===== src/csp_pkg.sv =====
`default_nettype none
// ----------------------------------------------------------------------------
// csp_pkg
// Shared types and constants for the CIGAR stream parser.
// ----------------------------------------------------------------------------
package csp_pkg;

  // Cursor widths
  localparam int READ_BITS = 24;
  localparam int REF_BITS  = 32;

  localparam logic [READ_BITS-1:0] READ_MAX = {READ_BITS{1'b1}};

  // ASCII codes of interest
  localparam logic [7:0] CH_STAR = 8'h2A;  // '*'
  localparam logic [7:0] CH_ZERO = 8'h30;  // '0'
  localparam logic [7:0] CH_NINE = 8'h39;  // '9'
  localparam logic [7:0] CH_EQ   = 8'h3D;  // '='
  localparam logic [7:0] CH_D    = 8'h44;
  localparam logic [7:0] CH_H    = 8'h48;
  localparam logic [7:0] CH_I    = 8'h49;
  localparam logic [7:0] CH_M    = 8'h4D;
  localparam logic [7:0] CH_N    = 8'h4E;
  localparam logic [7:0] CH_P    = 8'h50;
  localparam logic [7:0] CH_S    = 8'h53;
  localparam logic [7:0] CH_X    = 8'h58;

  // Segment operation codes as seen by the consumer
  typedef enum logic [3:0] {
    OP_NONE = 4'd0,
    OP_M    = 4'd1,
    OP_EQ   = 4'd2,
    OP_X    = 4'd3,
    OP_I    = 4'd4,
    OP_D    = 4'd5,
    OP_N    = 4'd6,
    OP_S    = 4'd7,
    OP_H    = 4'd8,
    OP_ERR  = 4'd9
  } csp_op_t;

  // Character classes
  typedef enum logic [2:0] {
    CLS_OTHER,
    CLS_DIGIT,
    CLS_STAR,
    CLS_PAD,
    CLS_OP
  } csp_cls_t;

  // Decoded character
  typedef struct packed {
    csp_cls_t    cls;
    logic [3:0]  digit;
    csp_op_t     op;
    logic        mv_read;
    logic        mv_ref;
  } csp_dec_t;

  // One segment record
  typedef struct packed {
    csp_op_t                op;
    logic                   read_valid;
    logic [READ_BITS-1:0]   read_start;
    logic [READ_BITS-1:0]   read_end;
    logic                   ref_valid;
    logic [REF_BITS-1:0]    ref_start;
    logic [REF_BITS-1:0]    ref_end;
    logic [READ_BITS-1:0]   read_total;
    logic                   clear_previous;
  } csp_rec_t;

endpackage
`default_nettype wire


===== src/csp_char_decode.sv =====
`default_nettype none
// ----------------------------------------------------------------------------
// csp_char_decode
// Classifies one CIGAR character: digit, star, padding, operation or other.
// ----------------------------------------------------------------------------
module csp_char_decode (
  input  wire logic [7:0]       ch,
  output csp_pkg::csp_dec_t     dec
);

  always_comb begin
    dec.cls     = csp_pkg::CLS_OTHER;
    dec.digit   = 4'd0;
    dec.op      = csp_pkg::OP_NONE;
    dec.mv_read = 1'b0;
    dec.mv_ref  = 1'b0;

    if (ch >= csp_pkg::CH_ZERO && ch <= csp_pkg::CH_NINE) begin
      dec.cls   = csp_pkg::CLS_DIGIT;
      dec.digit = 4'(ch - csp_pkg::CH_ZERO);
    end else begin
      case (ch)
        csp_pkg::CH_STAR: dec.cls = csp_pkg::CLS_STAR;
        csp_pkg::CH_P:    dec.cls = csp_pkg::CLS_PAD;
        csp_pkg::CH_M: begin
          dec.cls = csp_pkg::CLS_OP; dec.op = csp_pkg::OP_M;
          dec.mv_read = 1'b1; dec.mv_ref = 1'b1;
        end
        csp_pkg::CH_EQ: begin
          dec.cls = csp_pkg::CLS_OP; dec.op = csp_pkg::OP_EQ;
          dec.mv_read = 1'b1; dec.mv_ref = 1'b1;
        end
        csp_pkg::CH_X: begin
          dec.cls = csp_pkg::CLS_OP; dec.op = csp_pkg::OP_X;
          dec.mv_read = 1'b1; dec.mv_ref = 1'b1;
        end
        csp_pkg::CH_I: begin
          dec.cls = csp_pkg::CLS_OP; dec.op = csp_pkg::OP_I; dec.mv_read = 1'b1;
        end
        csp_pkg::CH_S: begin
          dec.cls = csp_pkg::CLS_OP; dec.op = csp_pkg::OP_S; dec.mv_read = 1'b1;
        end
        // hard clips still count on the read here
        csp_pkg::CH_H: begin
          dec.cls = csp_pkg::CLS_OP; dec.op = csp_pkg::OP_H; dec.mv_read = 1'b1;
        end
        csp_pkg::CH_D: begin
          dec.cls = csp_pkg::CLS_OP; dec.op = csp_pkg::OP_D; dec.mv_ref = 1'b1;
        end
        csp_pkg::CH_N: begin
          dec.cls = csp_pkg::CLS_OP; dec.op = csp_pkg::OP_N; dec.mv_ref = 1'b1;
        end
        default: dec.cls = csp_pkg::CLS_OTHER;
      endcase
    end
  end

endmodule
`default_nettype wire


===== src/csp_seg_engine.sv =====
`default_nettype none
// ----------------------------------------------------------------------------
// csp_seg_engine
// Parser state (length, cursors, stop flag) and the segment record logic.
// State advances by one character per cycle when adv is high.
// ----------------------------------------------------------------------------
module csp_seg_engine (
  input  wire logic                          clk,
  input  wire logic                          rst,
  input  wire logic                          adv,
  input  wire csp_pkg::csp_dec_t             dec,
  input  wire logic                          start_of_string,
  input  wire logic [csp_pkg::REF_BITS-1:0]  ref_origin,
  output logic                               has_result,
  output csp_pkg::csp_rec_t                  rec
);

  localparam int RB = csp_pkg::READ_BITS;
  localparam int FB = csp_pkg::REF_BITS;

  logic [RB-1:0] length_acc, length_acc_next;
  logic          digits_seen, digits_seen_next;
  logic [RB-1:0] read_cursor, read_cursor_next;   // also the read total so far
  logic [FB-1:0] ref_cursor, ref_cursor_next;
  logic          stopped, stopped_next;

  // state as seen after an optional start-of-string clear
  logic [RB-1:0] acc_eff;
  logic          dig_eff;
  logic [RB-1:0] rc_eff;
  logic [FB-1:0] fc_eff;
  logic          stop_eff;

  logic [RB+3:0] acc_mul;
  logic [RB:0]   read_sum;
  logic [RB:0]   read_last;
  logic [FB-1:0] ref_sum;
  logic          len_nz;

  always_comb begin
    acc_eff  = start_of_string ? '0 : length_acc;
    dig_eff  = start_of_string ? 1'b0 : digits_seen;
    rc_eff   = start_of_string ? '0 : read_cursor;
    fc_eff   = start_of_string ? ref_origin : ref_cursor;
    stop_eff = start_of_string ? 1'b0 : stopped;
  end

  // decimal accumulate: acc*10 + digit
  assign acc_mul = ({4'd0, acc_eff} << 3) + ({4'd0, acc_eff} << 1) + {{RB{1'b0}}, dec.digit};

  // cursor arithmetic
  assign read_sum  = {1'b0, rc_eff} + {1'b0, acc_eff};
  assign read_last = read_sum - {{RB{1'b0}}, 1'b1};
  assign ref_sum   = fc_eff + FB'(acc_eff);
  assign len_nz    = (acc_eff != '0);

  // next state and record
  always_comb begin
    length_acc_next  = acc_eff;
    digits_seen_next = dig_eff;
    read_cursor_next = rc_eff;
    ref_cursor_next  = fc_eff;
    stopped_next     = stop_eff;
    has_result       = 1'b0;

    rec                = '0;
    rec.op             = csp_pkg::OP_NONE;
    rec.read_total     = rc_eff;

    if (!stop_eff) begin
      case (dec.cls)
        csp_pkg::CLS_DIGIT: begin
          length_acc_next  = (acc_mul[RB+3:RB] != 4'd0) ? csp_pkg::READ_MAX : acc_mul[RB-1:0];
          digits_seen_next = 1'b1;
        end
        csp_pkg::CLS_STAR: begin
          stopped_next       = 1'b1;
          length_acc_next    = '0;
          digits_seen_next   = 1'b0;
          has_result         = 1'b1;
          rec.clear_previous = 1'b1;
        end
        csp_pkg::CLS_PAD: begin
          length_acc_next  = '0;
          digits_seen_next = 1'b0;
        end
        csp_pkg::CLS_OP: begin
          has_result = 1'b1;
          if (!dig_eff) begin
            rec.op = csp_pkg::OP_ERR;
          end else begin
            rec.op           = dec.op;
            length_acc_next  = '0;
            digits_seen_next = 1'b0;
            if (dec.mv_read && len_nz) begin
              rec.read_valid   = 1'b1;
              rec.read_start   = rc_eff;
              rec.read_end     = read_last[RB] ? csp_pkg::READ_MAX : read_last[RB-1:0];
              read_cursor_next = read_sum[RB] ? csp_pkg::READ_MAX : read_sum[RB-1:0];
              rec.read_total   = read_cursor_next;
            end
            if (dec.mv_ref && len_nz) begin
              rec.ref_valid   = 1'b1;
              rec.ref_start   = fc_eff;
              rec.ref_end     = ref_sum - {{(FB-1){1'b0}}, 1'b1};
              ref_cursor_next = ref_sum;
            end
          end
        end
        default: ;
      endcase
    end
  end

  // state registers
  always_ff @(posedge clk) begin
    if (rst) begin
      length_acc  <= '0;
      digits_seen <= 1'b0;
      read_cursor <= '0;
      ref_cursor  <= '0;
      stopped     <= 1'b0;
    end else if (adv) begin
      length_acc  <= length_acc_next;
      digits_seen <= digits_seen_next;
      read_cursor <= read_cursor_next;
      ref_cursor  <= ref_cursor_next;
      stopped     <= stopped_next;
    end
  end

endmodule
`default_nettype wire


===== src/cigar_stream_parser.sv =====
`default_nettype none
// ----------------------------------------------------------------------------
// cigar_stream_parser
// Turns a CIGAR string, one character per transaction, into segment records.
// ----------------------------------------------------------------------------
// Usage:
//   s_axis carries one character per transaction; tuser flags the first
//   character of a string, which clears the parser and loads the reference
//   origin from tdata before the character itself is handled.
//   m_axis carries one segment record for each operation letter, an error
//   record for a letter with no length, and a clear record for '*'.
//   Digits, 'P', unknown characters and anything after a '*' give no record.
// Timing:
//   A character is captured in the input register and its record is then
//   registered in the output register. One character per cycle is
//   sustained while the output is not stalled; the limit is the update of
//   the length accumulator and cursors in the segment engine.
// Reset clears the valid flags of both registers and all parser state.
// When m_axis_tready is low the record is held; the input register still
// takes one more character, and characters that give no record keep flowing.
// ----------------------------------------------------------------------------
module cigar_stream_parser (
  input  wire logic          clk,
  input  wire logic          rst,
  input  wire logic          s_axis_tvalid,
  output logic               s_axis_tready,
  input  wire logic [39:0]   s_axis_tdata,   // [7:0] ch, [39:8] ref_origin
  input  wire logic          s_axis_tuser,   // [0] start_of_string
  output logic               m_axis_tvalid,
  input  wire logic          m_axis_tready,
  // [0] read_valid, [24:1] read_start, [48:25] read_end, [49] ref_valid,
  // [81:50] ref_start, [113:82] ref_end, [137:114] read_total, [143:138] zero
  output logic [143:0]       m_axis_tdata,
  output logic [4:0]         m_axis_tuser    // [3:0] op_code, [4] clear_previous
);

  // input register
  logic        in_vld;
  logic [7:0]  in_ch;
  logic        in_start;
  logic [31:0] in_origin;

  // output register
  logic              out_vld;
  csp_pkg::csp_rec_t out_rec;

  logic              adv;
  logic              has_result;
  csp_pkg::csp_rec_t rec;
  csp_pkg::csp_dec_t dec;

  // the held character moves on unless a pending record blocks it
  assign adv           = in_vld && (!has_result || !out_vld || m_axis_tready);
  assign s_axis_tready = !in_vld || adv;

  always_ff @(posedge clk) begin
    if (rst) begin
      in_vld <= 1'b0;
    end else if (s_axis_tready) begin
      in_vld <= s_axis_tvalid;
    end
  end

  always_ff @(posedge clk) begin
    if (s_axis_tready && s_axis_tvalid) begin
      in_ch     <= s_axis_tdata[7:0];
      in_origin <= s_axis_tdata[39:8];
      in_start  <= s_axis_tuser;
    end
  end

  csp_char_decode u_decode (
    .ch  (in_ch),
    .dec (dec)
  );

  csp_seg_engine u_engine (
    .clk             (clk),
    .rst             (rst),
    .adv             (adv),
    .dec             (dec),
    .start_of_string (in_start),
    .ref_origin      (csp_pkg::REF_BITS'(in_origin)),
    .has_result      (has_result),
    .rec             (rec)
  );

  // result register
  always_ff @(posedge clk) begin
    if (rst) begin
      out_vld <= 1'b0;
    end else if (adv && has_result) begin
      out_vld <= 1'b1;
    end else if (m_axis_tready) begin
      out_vld <= 1'b0;
    end
  end

  always_ff @(posedge clk) begin
    if (adv && has_result) begin
      out_rec <= rec;
    end
  end

  assign m_axis_tvalid = out_vld;
  assign m_axis_tdata  = {6'd0,
                          out_rec.read_total[23:0],
                          out_rec.ref_end[31:0],
                          out_rec.ref_start[31:0],
                          out_rec.ref_valid,
                          out_rec.read_end[23:0],
                          out_rec.read_start[23:0],
                          out_rec.read_valid};
  assign m_axis_tuser  = {out_rec.clear_previous, out_rec.op};

`ifndef SYNTHESIS
  // a produced record always lands in the output register
  a_rec_loaded: assert property (@(posedge clk) disable iff (rst)
    (adv && has_result) |=> m_axis_tvalid)
    else $error("record lost on its way to the output register");

  // ready only drops while a character is held
  a_ready_low: assert property (@(posedge clk) disable iff (rst)
    !s_axis_tready |-> in_vld)
    else $error("input stalled with an empty input register");

  // error and clear records never carry spans
  a_no_span: assert property (@(posedge clk) disable iff (rst)
    (m_axis_tvalid && (out_rec.op == csp_pkg::OP_ERR || out_rec.clear_previous))
      |-> (!out_rec.read_valid && !out_rec.ref_valid))
    else $error("span flagged on an error or clear record");

  // saturated read spans never run backwards
  a_read_order: assert property (@(posedge clk) disable iff (rst)
    (m_axis_tvalid && out_rec.read_valid) |-> (out_rec.read_end >= out_rec.read_start))
    else $error("read end before read start");
`endif

endmodule
`default_nettype wire

===== config.mk =====
export PLATFORM = sky130hd
export DESIGN_NAME = cigar_stream_parser
export DESIGN_NICKNAME = d
export VERILOG_FILES = /design/src/csp_pkg.sv /design/src/csp_char_decode.sv /design/src/csp_seg_engine.sv /design/src/cigar_stream_parser.sv
export SDC_FILE = /design/constraint.sdc
export NUM_CORES = 1
export LEC_CHECK = 0
export ABC_AREA = 1
export BUFFER_PORTS_ARGS = -buffer_cell sky130_fd_sc_hd__buf_2
export CORE_ASPECT_RATIO = 0.75
export CORE_UTILIZATION = 56
export CTS_BUF_LIST = sky130_fd_sc_hd__clkbuf_8
export CTS_CLUSTER_SIZE = 14
export DETAILED_ROUTE_END_ITERATION = 10
export GPL_ROUTABILITY_DRIVEN = 0
export PLACE_DENSITY_LB_ADDON = 0.08
export SYNTH_ARGS = -nofsm -noshare
export SYNTH_HDL_FRONTEND = slang
export SYNTH_HIERARCHICAL = 1
export SYNTH_SLANG_ARGS = --single-unit

===== constraint.sdc =====
create_clock -name clk -period 4.5 [get_ports clk]
set_input_delay 0.9 -clock clk [delete_from_list [all_inputs] [get_ports clk]]
set_output_delay 0.9 -clock clk [all_outputs]
set_load 0.005 [all_outputs]

==> impl_metrics.tcl, run 1 <==
set metrics [dict create \
    die_w_um 215.0 \
    cp.arrival_ps 4530 \
    cts_made_buffers 42 \
    core_region_area_mm2 0.03353 \
    via_per_inst 5.704 \
    final_common_cell "nand2_1" \
    power_density_mw_per_mm2 261.6 \
    max_freq_ghz 0.2382 \
    whs_path_depth 2 \
    cts_max_level 2 \
    grt_use_total_pct 33.98 \
    grt_pass1_vias 16826 \
    routedWlPerCell_um 17.94 \
    yosysSeqAreaShare_pct 37.81 \
    ys_ff_latch 268 \
    place_ws_ps 337.0 \
    timing.rr.start "in_start$_DFFE_PP_" \
    yosysUniqueCellTypes 51 \
    start_util_pct 56.86 \
    crit_path_max_fanout 29 \
    timing.slew.headroom_pct 29.93 \
    worstSetupStartpointType "flop" \
    finalSetupViolations 0 \
    critical_path_class "flop to flop" \
    reg2reg_to "m_axis_tdata[103]$_DFFE_PP_" \
    end_kind "flop" \
    ir_drop_v 0.0002185 \
    r2r_slack_ps 300 \
    syn_area_mm2 0.01906 \
    fin_area_mm2 0.02141 \
    hold_viol 0 \
    worstHoldStart "u_engine/length_acc[20]$_SDFFE_PP0P_" \
    clk_latency_ps 590 \
    drc 0 \
    ys_async_sr_fraction_pct 0 \
    io_buffers 189 \
    tns_ps 0 \
    finClkSkew_ps 38.53 \
    drive_above_1_share_pct 14.37 \
    cts_tree "built" \
    power_mw 5.602 \
    tightestPinTransition_ps 1050 \
    wl_mm 61.53 \
    syn_inst 2758 \
    yosys_warnings 6 \
    rsz0062_at_grt "no" \
    num_vias 19558 \
    synth_enable_flop_cells 184 \
    antenna_found_initial 1 \
    place_area_mm2 0.02052 \
    clockBufferDepth 3 \
    num-nets-final 3068 \
    hp-class "flop to flop" \
    clock-sinks 268 \
    num_rows 58 \
    grt_max_degree 120 \
    synth_top_area_share_pct 28.99 \
    p_leak_nw 10.69 \
    finalCriticalPeriod_ps 4199 \
    synth_largest_area_cell "edfxtp_1" \
    r2r_cells 26 \
    layout_common_cells "789 x nand2_1, 346 x inv_1, 285 x nor2_1, 232 x a21oi_1, 190 x nand3_1" \
    overflow 0 \
    hold-worst-slack_ps 462.8 \
    ios 196 \
    ys.flop_type "edfxtp_1" \
    dieArea_mm2 0.03479 \
    setup_slack_ps 301.4 \
    synthToLayoutAreaGrowth_pct 12.33 \
    avgSynthCellArea_um2 6.912 \
    firstDrtPassIters 8 \
    hpwlAfterDp_mm 46.45 \
    ys_top_cells_by_area "edfxtp_1 29%, nand2_1 16%, dfxtp_1 8.8%, inv_1 6.6%, a21oi_1 6.1%" \
    ant_nets 0 \
    grt_pass1_wl_mm 92.75 \
    outcome "completed" \
    cts_root_buf "clkbuf_8" \
    maxSlewViolCount 0 \
    die_h_um 161.8 \
    drt_iter0_drc 2480 \
    cap_violations 0 \
    hold_end "u_engine/length_acc[20]$_SDFFE_PP0P_" \
    worstPathRequired_ps 4830 \
    clk_pin_slew_ps 60 \
    final.period_utilization_pct 93.30 \
]
-- stage by stage --
step	utilization [%]	cells
finish	63.87	3429
global route	63.86	3428
detailed placement	61.21	3349
global placement	61.21	3349
floorplan	-	2763
CTS	63.69	3425
-- power breakdown --
| group | total [mW] | leakage, nW | switching [mW] | internal (mW) |
|---|---|---|---|---|
| clock | 2.09 | 0.475 | 0.995 | 1.10 |
| sequential | 2.70 | 2.61 | 0.0324 | 2.67 |
| combinational | 0.805 | 7.61 | 0.569 | 0.236 |
| total | 5.60 | 10.7 | 1.60 | 4.01 |
-- logic make-up after synthesis --
| kind of cell | synth area share [%] |
|---|---|
| buffers and inverters | 9.327 |
| and+or+nand+nor | 33.23 |
| DFF | 37.81 |
| other | 0.01967 |
| xor gates and xnor gates | 1.792 |
| AOI/OAI and AO/OA | 12.66 |
| adders and majority gates | 5.172 |
-- layout make-up --
cell class / count / area (um2)
fill: 3094 / 12110
multi-input combinational: 2044 / 10130
sequential: 268 / 7207
inverter: 364 / 1376
timing repair buffer: 226 / 1308
clock buffer: 45 / 619.3
tap: 450 / 563.0
clock inverter: 31 / 210.2
antenna: 1 / 2.502
-- critical path, stage by stage (launching register included) --
cell	delay [ps]
edfxtp_1	450
buf_4	180
buf_12	170
o21ai_0	320
inv_1	150
ha_1	240
inv_1	80
fa_1	200
inv_1	50
nand2_1	50
nand2_1	60
nand2_1	80
nand2_2	90
nand2_2	100
nand2_1	130
nand2_1	130
nand2_1	120
nand3_1	130
nand2_1	90
nand2_1	60
nand2_1	230
nor2_2	220
nand2_1	80
nor3_2	220
nand2_1	90
o21ai_0	140
inv_1	80
-- routing by layer --
| layer | vias up | global-route usage (%) | share of wire, % |
|---|---|---|---|
| met5 | - | 0 | 0 |
| met4 | 0 | 9.736 | 2.2 |
| met3 | 100 | 9.120 | 15 |
| met2 | 1238 | 44.12 | 38 |
| met1 | 8832 | 53.63 | 46 |
| li1 | 9388 | - | - |
-- how the worst max path moves through the flow --
| stage | start | end | slack (ps) |
|---|---|---|---|
| detailed placement | in_start$_DFFE_PP_ | u_engine/length_acc[4]$_SDFFE_PP0P_ | 340 |
| CTS | in_start$_DFFE_PP_ | u_engine/length_acc[9]$_SDFFE_PP0P_ | 320 |
| global route | in_ch[2]$_DFFE_PP_ | u_engine/length_acc[19]$_SDFFE_PP0P_ | 2 |
| finish | in_start$_DFFE_PP_ | m_axis_tdata[103]$_DFFE_PP_ | 300 |
| floorplan | u_engine/stopped$_SDFFE_PP0P_ | m_axis_tdata[0]$_DFFE_PP_ | 100 |
| global placement | in_start$_DFFE_PP_ | m_axis_tdata[113]$_DFFE_PP_ | 420 |
-- sequential cells by signal, summed over array words and instances (netlist names) --
register and count:
u_engine/digits_seen 1, m_axis_tuser 5, u_engine/stopped 1, u_engine/read_cursor 24, m_axis_tvalid 1, in_vld 1
in_origin 32, u_engine/length_acc 24, in_ch 8, in_start 1, u_engine/ref_cursor 32, m_axis_tdata 138
-- Yosys cell counts, types with 2 or more instances --
master and instances:
a211oi_1 3, a21boi_0 2, a21o_1 6, a21oi_1 233, a21oi_2 3, a221oi_1 2
a31oi_1 12, buf_1 4, buf_2 15, buf_4 10, buf_6 2, clkbuf_1 55
clkinv_1 6, dfxtp_1 84, edfxtp_1 184, fa_1 3, ha_1 74, inv_1 337
inv_2 20, nand2_1 789, nand2_2 39, nand2_4 3, nand3_1 190, nand3_2 9
nand3b_1 13, nand4_1 36, nand4_2 2, nor2_1 287, nor2_2 20, nor2_4 7
nor3_1 40, nor4_1 4, o211ai_1 16, o21a_1 4, o21ai_0 89, o21ai_1 68
o21bai_1 9, o31ai_1 2, or2_2 27, xnor2_1 10, xor2_1 29
-- timing repair --
item | CTS | global route
setup buffers | 0 | 2
hold buffers | 0 | 0
gates resized for setup | 0 | 6
endpoints found under the hold margin | 0 | 0
setup endpoints to repair | 0 | 32
Note: power is estimated with default switching activity, not from simulation.
==> run 2, diff against run 1 <==
--- a/config.mk
+++ b/config.mk
@@ -5,10 +5,9 @@
 export SDC_FILE = /design/constraint.sdc
 export NUM_CORES = 1
 export LEC_CHECK = 0
-export ABC_AREA = 1
 export BUFFER_PORTS_ARGS = -buffer_cell sky130_fd_sc_hd__buf_2
 export CORE_ASPECT_RATIO = 0.75
-export CORE_UTILIZATION = 56
+export CORE_UTILIZATION = 55
 export CTS_BUF_LIST = sky130_fd_sc_hd__clkbuf_8
 export CTS_CLUSTER_SIZE = 14
 export DETAILED_ROUTE_END_ITERATION = 10
==> impl_metrics.tcl, run 2 <==
set metrics [dict create \
    maxSlewViolCount 0 \
    timing.rr.start "in_start$_DFFE_PP_" \
    crit_path_max_fanout 9 \
    cts_root_buf "clkbuf_8" \
    drc 0 \
    ys.flop_type "edfxtp_1" \
    clock-sinks 268 \
    cts_max_level 2 \
    syn_inst 1777 \
    grt_max_degree 79 \
    hold_end "u_engine/length_acc[21]$_SDFFE_PP0P_" \
    layout_common_cells "200 x nor2_1, 194 x buf_4, 189 x buf_2, 184 x edfxtp_1, 136 x a21oi_1" \
    ys_top_cells_by_area "edfxtp_1 33%, dfxtp_1 10%, ha_1 5.5%, nor2_1 4.5%, a21oi_1 4.2%" \
    finalCriticalPeriod_ps 4462 \
    yosys_warnings 6 \
    ios 196 \
    num-nets-final 2233 \
    firstDrtPassIters 5 \
    start_util_pct 55.79 \
    finalSetupViolations 0 \
    cap_violations 0 \
    core_region_area_mm2 0.03014 \
    hold_viol 0 \
    wl_mm 46.92 \
    tightestPinTransition_ps 1177 \
    synth_enable_flop_cells 184 \
    synth_most_common_cell "nor2_1" \
    syn_area_mm2 0.01681 \
    cts_tree "built" \
    outcome "completed" \
    synth_commonest_cells "203 x nor2_1, 184 x edfxtp_1, 141 x a21oi_1, 120 x nand2_1, 84 x dfxtp_1" \
    largest_reg_flops 138 \
    overflow 0 \
    synthToLayoutAreaGrowth_pct 22.96 \
    final.period_utilization_pct 99.16 \
    hp-class "flop to flop" \
    yosysUniqueCellTypes 96 \
    num_rows 55 \
    ys_async_sr_fraction_pct 0 \
    io_buffers 189 \
    finClkSkew_ps 35.98 \
    worstPathRequired_ps 4910 \
    grt_use_total_pct 29.27 \
    cts_hold_buf 0 \
    r2r_cells 14 \
    avgSynthCellArea_um2 9.463 \
    synth_largest_area_cell "edfxtp_1" \
    worstHoldStart "u_engine/length_acc[21]$_SDFFE_PP0P_" \
    cts_made_buffers 41 \
    r2r_slack_ps 40 \
    final_common_cell "nor2_1" \
    dieArea_mm2 0.03128 \
    grt_pass1_wl_mm 73.13 \
    cp.arrival_ps 4870 \
    synth_top_area_share_pct 32.86 \
    antenna_found_initial 3 \
    hold-worst-slack_ps 458.9 \
    max_freq_ghz 0.2241 \
    clockBufferDepth 3 \
    tns_ps 0 \
    clk_latency_ps 580 \
    num_vias 14978 \
    routedWlPerCell_um 18.44 \
    clk_pin_slew_ps 60 \
    reg2reg_to "m_axis_tdata[113]$_DFFE_PP_" \
    worstSetupStartpointType "flop" \
    die_h_um 153.4 \
    ant_nets 0 \
    ir_drop_v 0.0002452 \
    p_leak_nw 9.084 \
    end_kind "flop" \
    via_per_inst 5.888 \
    die_w_um 203.9 \
    power_density_mw_per_mm2 253.0 \
    rsz0062_at_grt "yes" \
    hpwlAfterDp_mm 34.38 \
    whs_path_depth 2 \
    yosysSeqAreaShare_pct 42.86 \
    ys_ff_latch 268 \
    critical_path_class "flop to flop" \
    grt_pass1_vias 14013 \
    timing.slew.headroom_pct 20.99 \
    drive_above_1_share_pct 26.31 \
    drt_iter0_drc 1317 \
]
run 2: repair_timing:
| item | in CTS | in global routing |
|---|---|---|
| gates cloned | 0 | 1 |
| gates resized for setup | 6 | 69 |
| buffers inserted | 1 | 10 |
| setup endpoints to repair | 18 | 86 |
| pin swaps | 1 | 13 |
run 2: report_power, final:
group / leakage [nW] / internal [mW] / switching (mW) / total, mW
clock network: 0.474 / 1.07 / 0.957 / 2.03
logic: 5.90 / 0.214 / 0.309 / 0.523
registers: 2.71 / 2.65 / 0.0263 / 2.68
total: 9.08 / 3.94 / 1.29 / 5.23
run 2: metal layers:
layer  up-vias  GRT usage (%)  share of wire [%]
li1       7199              -                  -
met3        70          5.693                7.5
met1      7129          43.12                 47
met4         2          8.306                1.9
met2       578          43.42                 44
met5         -              0              0.026
run 2: cell families after synthesis:
group,share of synthesized area (%)
flops,42.86
xor+xnor,6.719
mux,3.587
fa+ha+maj,5.983
buf+inv,3.899
other cells,0.02230
compound gates,18.45
simple gates,18.48
run 2: worst max path at each step:
stage,startpoint,endpoint,slack [ps]
floorplan,in_start$_DFFE_PP_,m_axis_tdata[113]$_DFFE_PP_,-1020
global placement,in_start$_DFFE_PP_,m_axis_tdata[113]$_DFFE_PP_,90
detailed placement,in_start$_DFFE_PP_,m_axis_tdata[113]$_DFFE_PP_,-70
CTS,in_ch[7]$_DFFE_PP_,u_engine/length_acc[0]$_SDFFE_PP0P_,10
global route,in_start$_DFFE_PP_,m_axis_tdata[41]$_DFFE_PP_,-150
finish,in_start$_DFFE_PP_,m_axis_tdata[113]$_DFFE_PP_,40
run 2: cell type report:
| cell class | instances | area (um2) |
|---|---|---|
| antenna | 1 | 2.502 |
| clock buffer | 47 | 646.9 |
| clock inverter | 29 | 175.2 |
| fill | 2433 | 9465 |
| inverter | 57 | 214.0 |
| multi-input combinational | 1354 | 9428 |
| sequential | 268 | 7207 |
| tap | 399 | 499.2 |
| timing repair buffer | 389 | 2504 |
run 2: stage by stage:
stage | setup slack [ps] | total power, mW | cell area [um2] | util [%] | cells
floorplan | -1020 | 3.034 | 17030 | - | 1782
global placement | 87.08 | 3.206 | 19420 | 64.42 | 2455
detailed placement | -66.97 | 3.217 | 19420 | 64.42 | 2455
CTS | 11.90 | 5.247 | 20270 | 67.24 | 2532
global route | -146.4 | 5.412 | 20670 | 68.59 | 2543
finish | 37.77 | 5.231 | 20680 | 68.60 | 2544
run 2: critical path: stages (launching register included):
cell and delay, ps:
edfxtp_1 360, buf_4 130, buf_4 180, mux2_2 430
ha_2 440, nand2_2 150, and4_1 230, a2111oi_0 500
nand3_1 270, buf_4 200, or2_2 310, nor4b_4 370
nand3_2 170, or4_1 430, a21oi_1 130
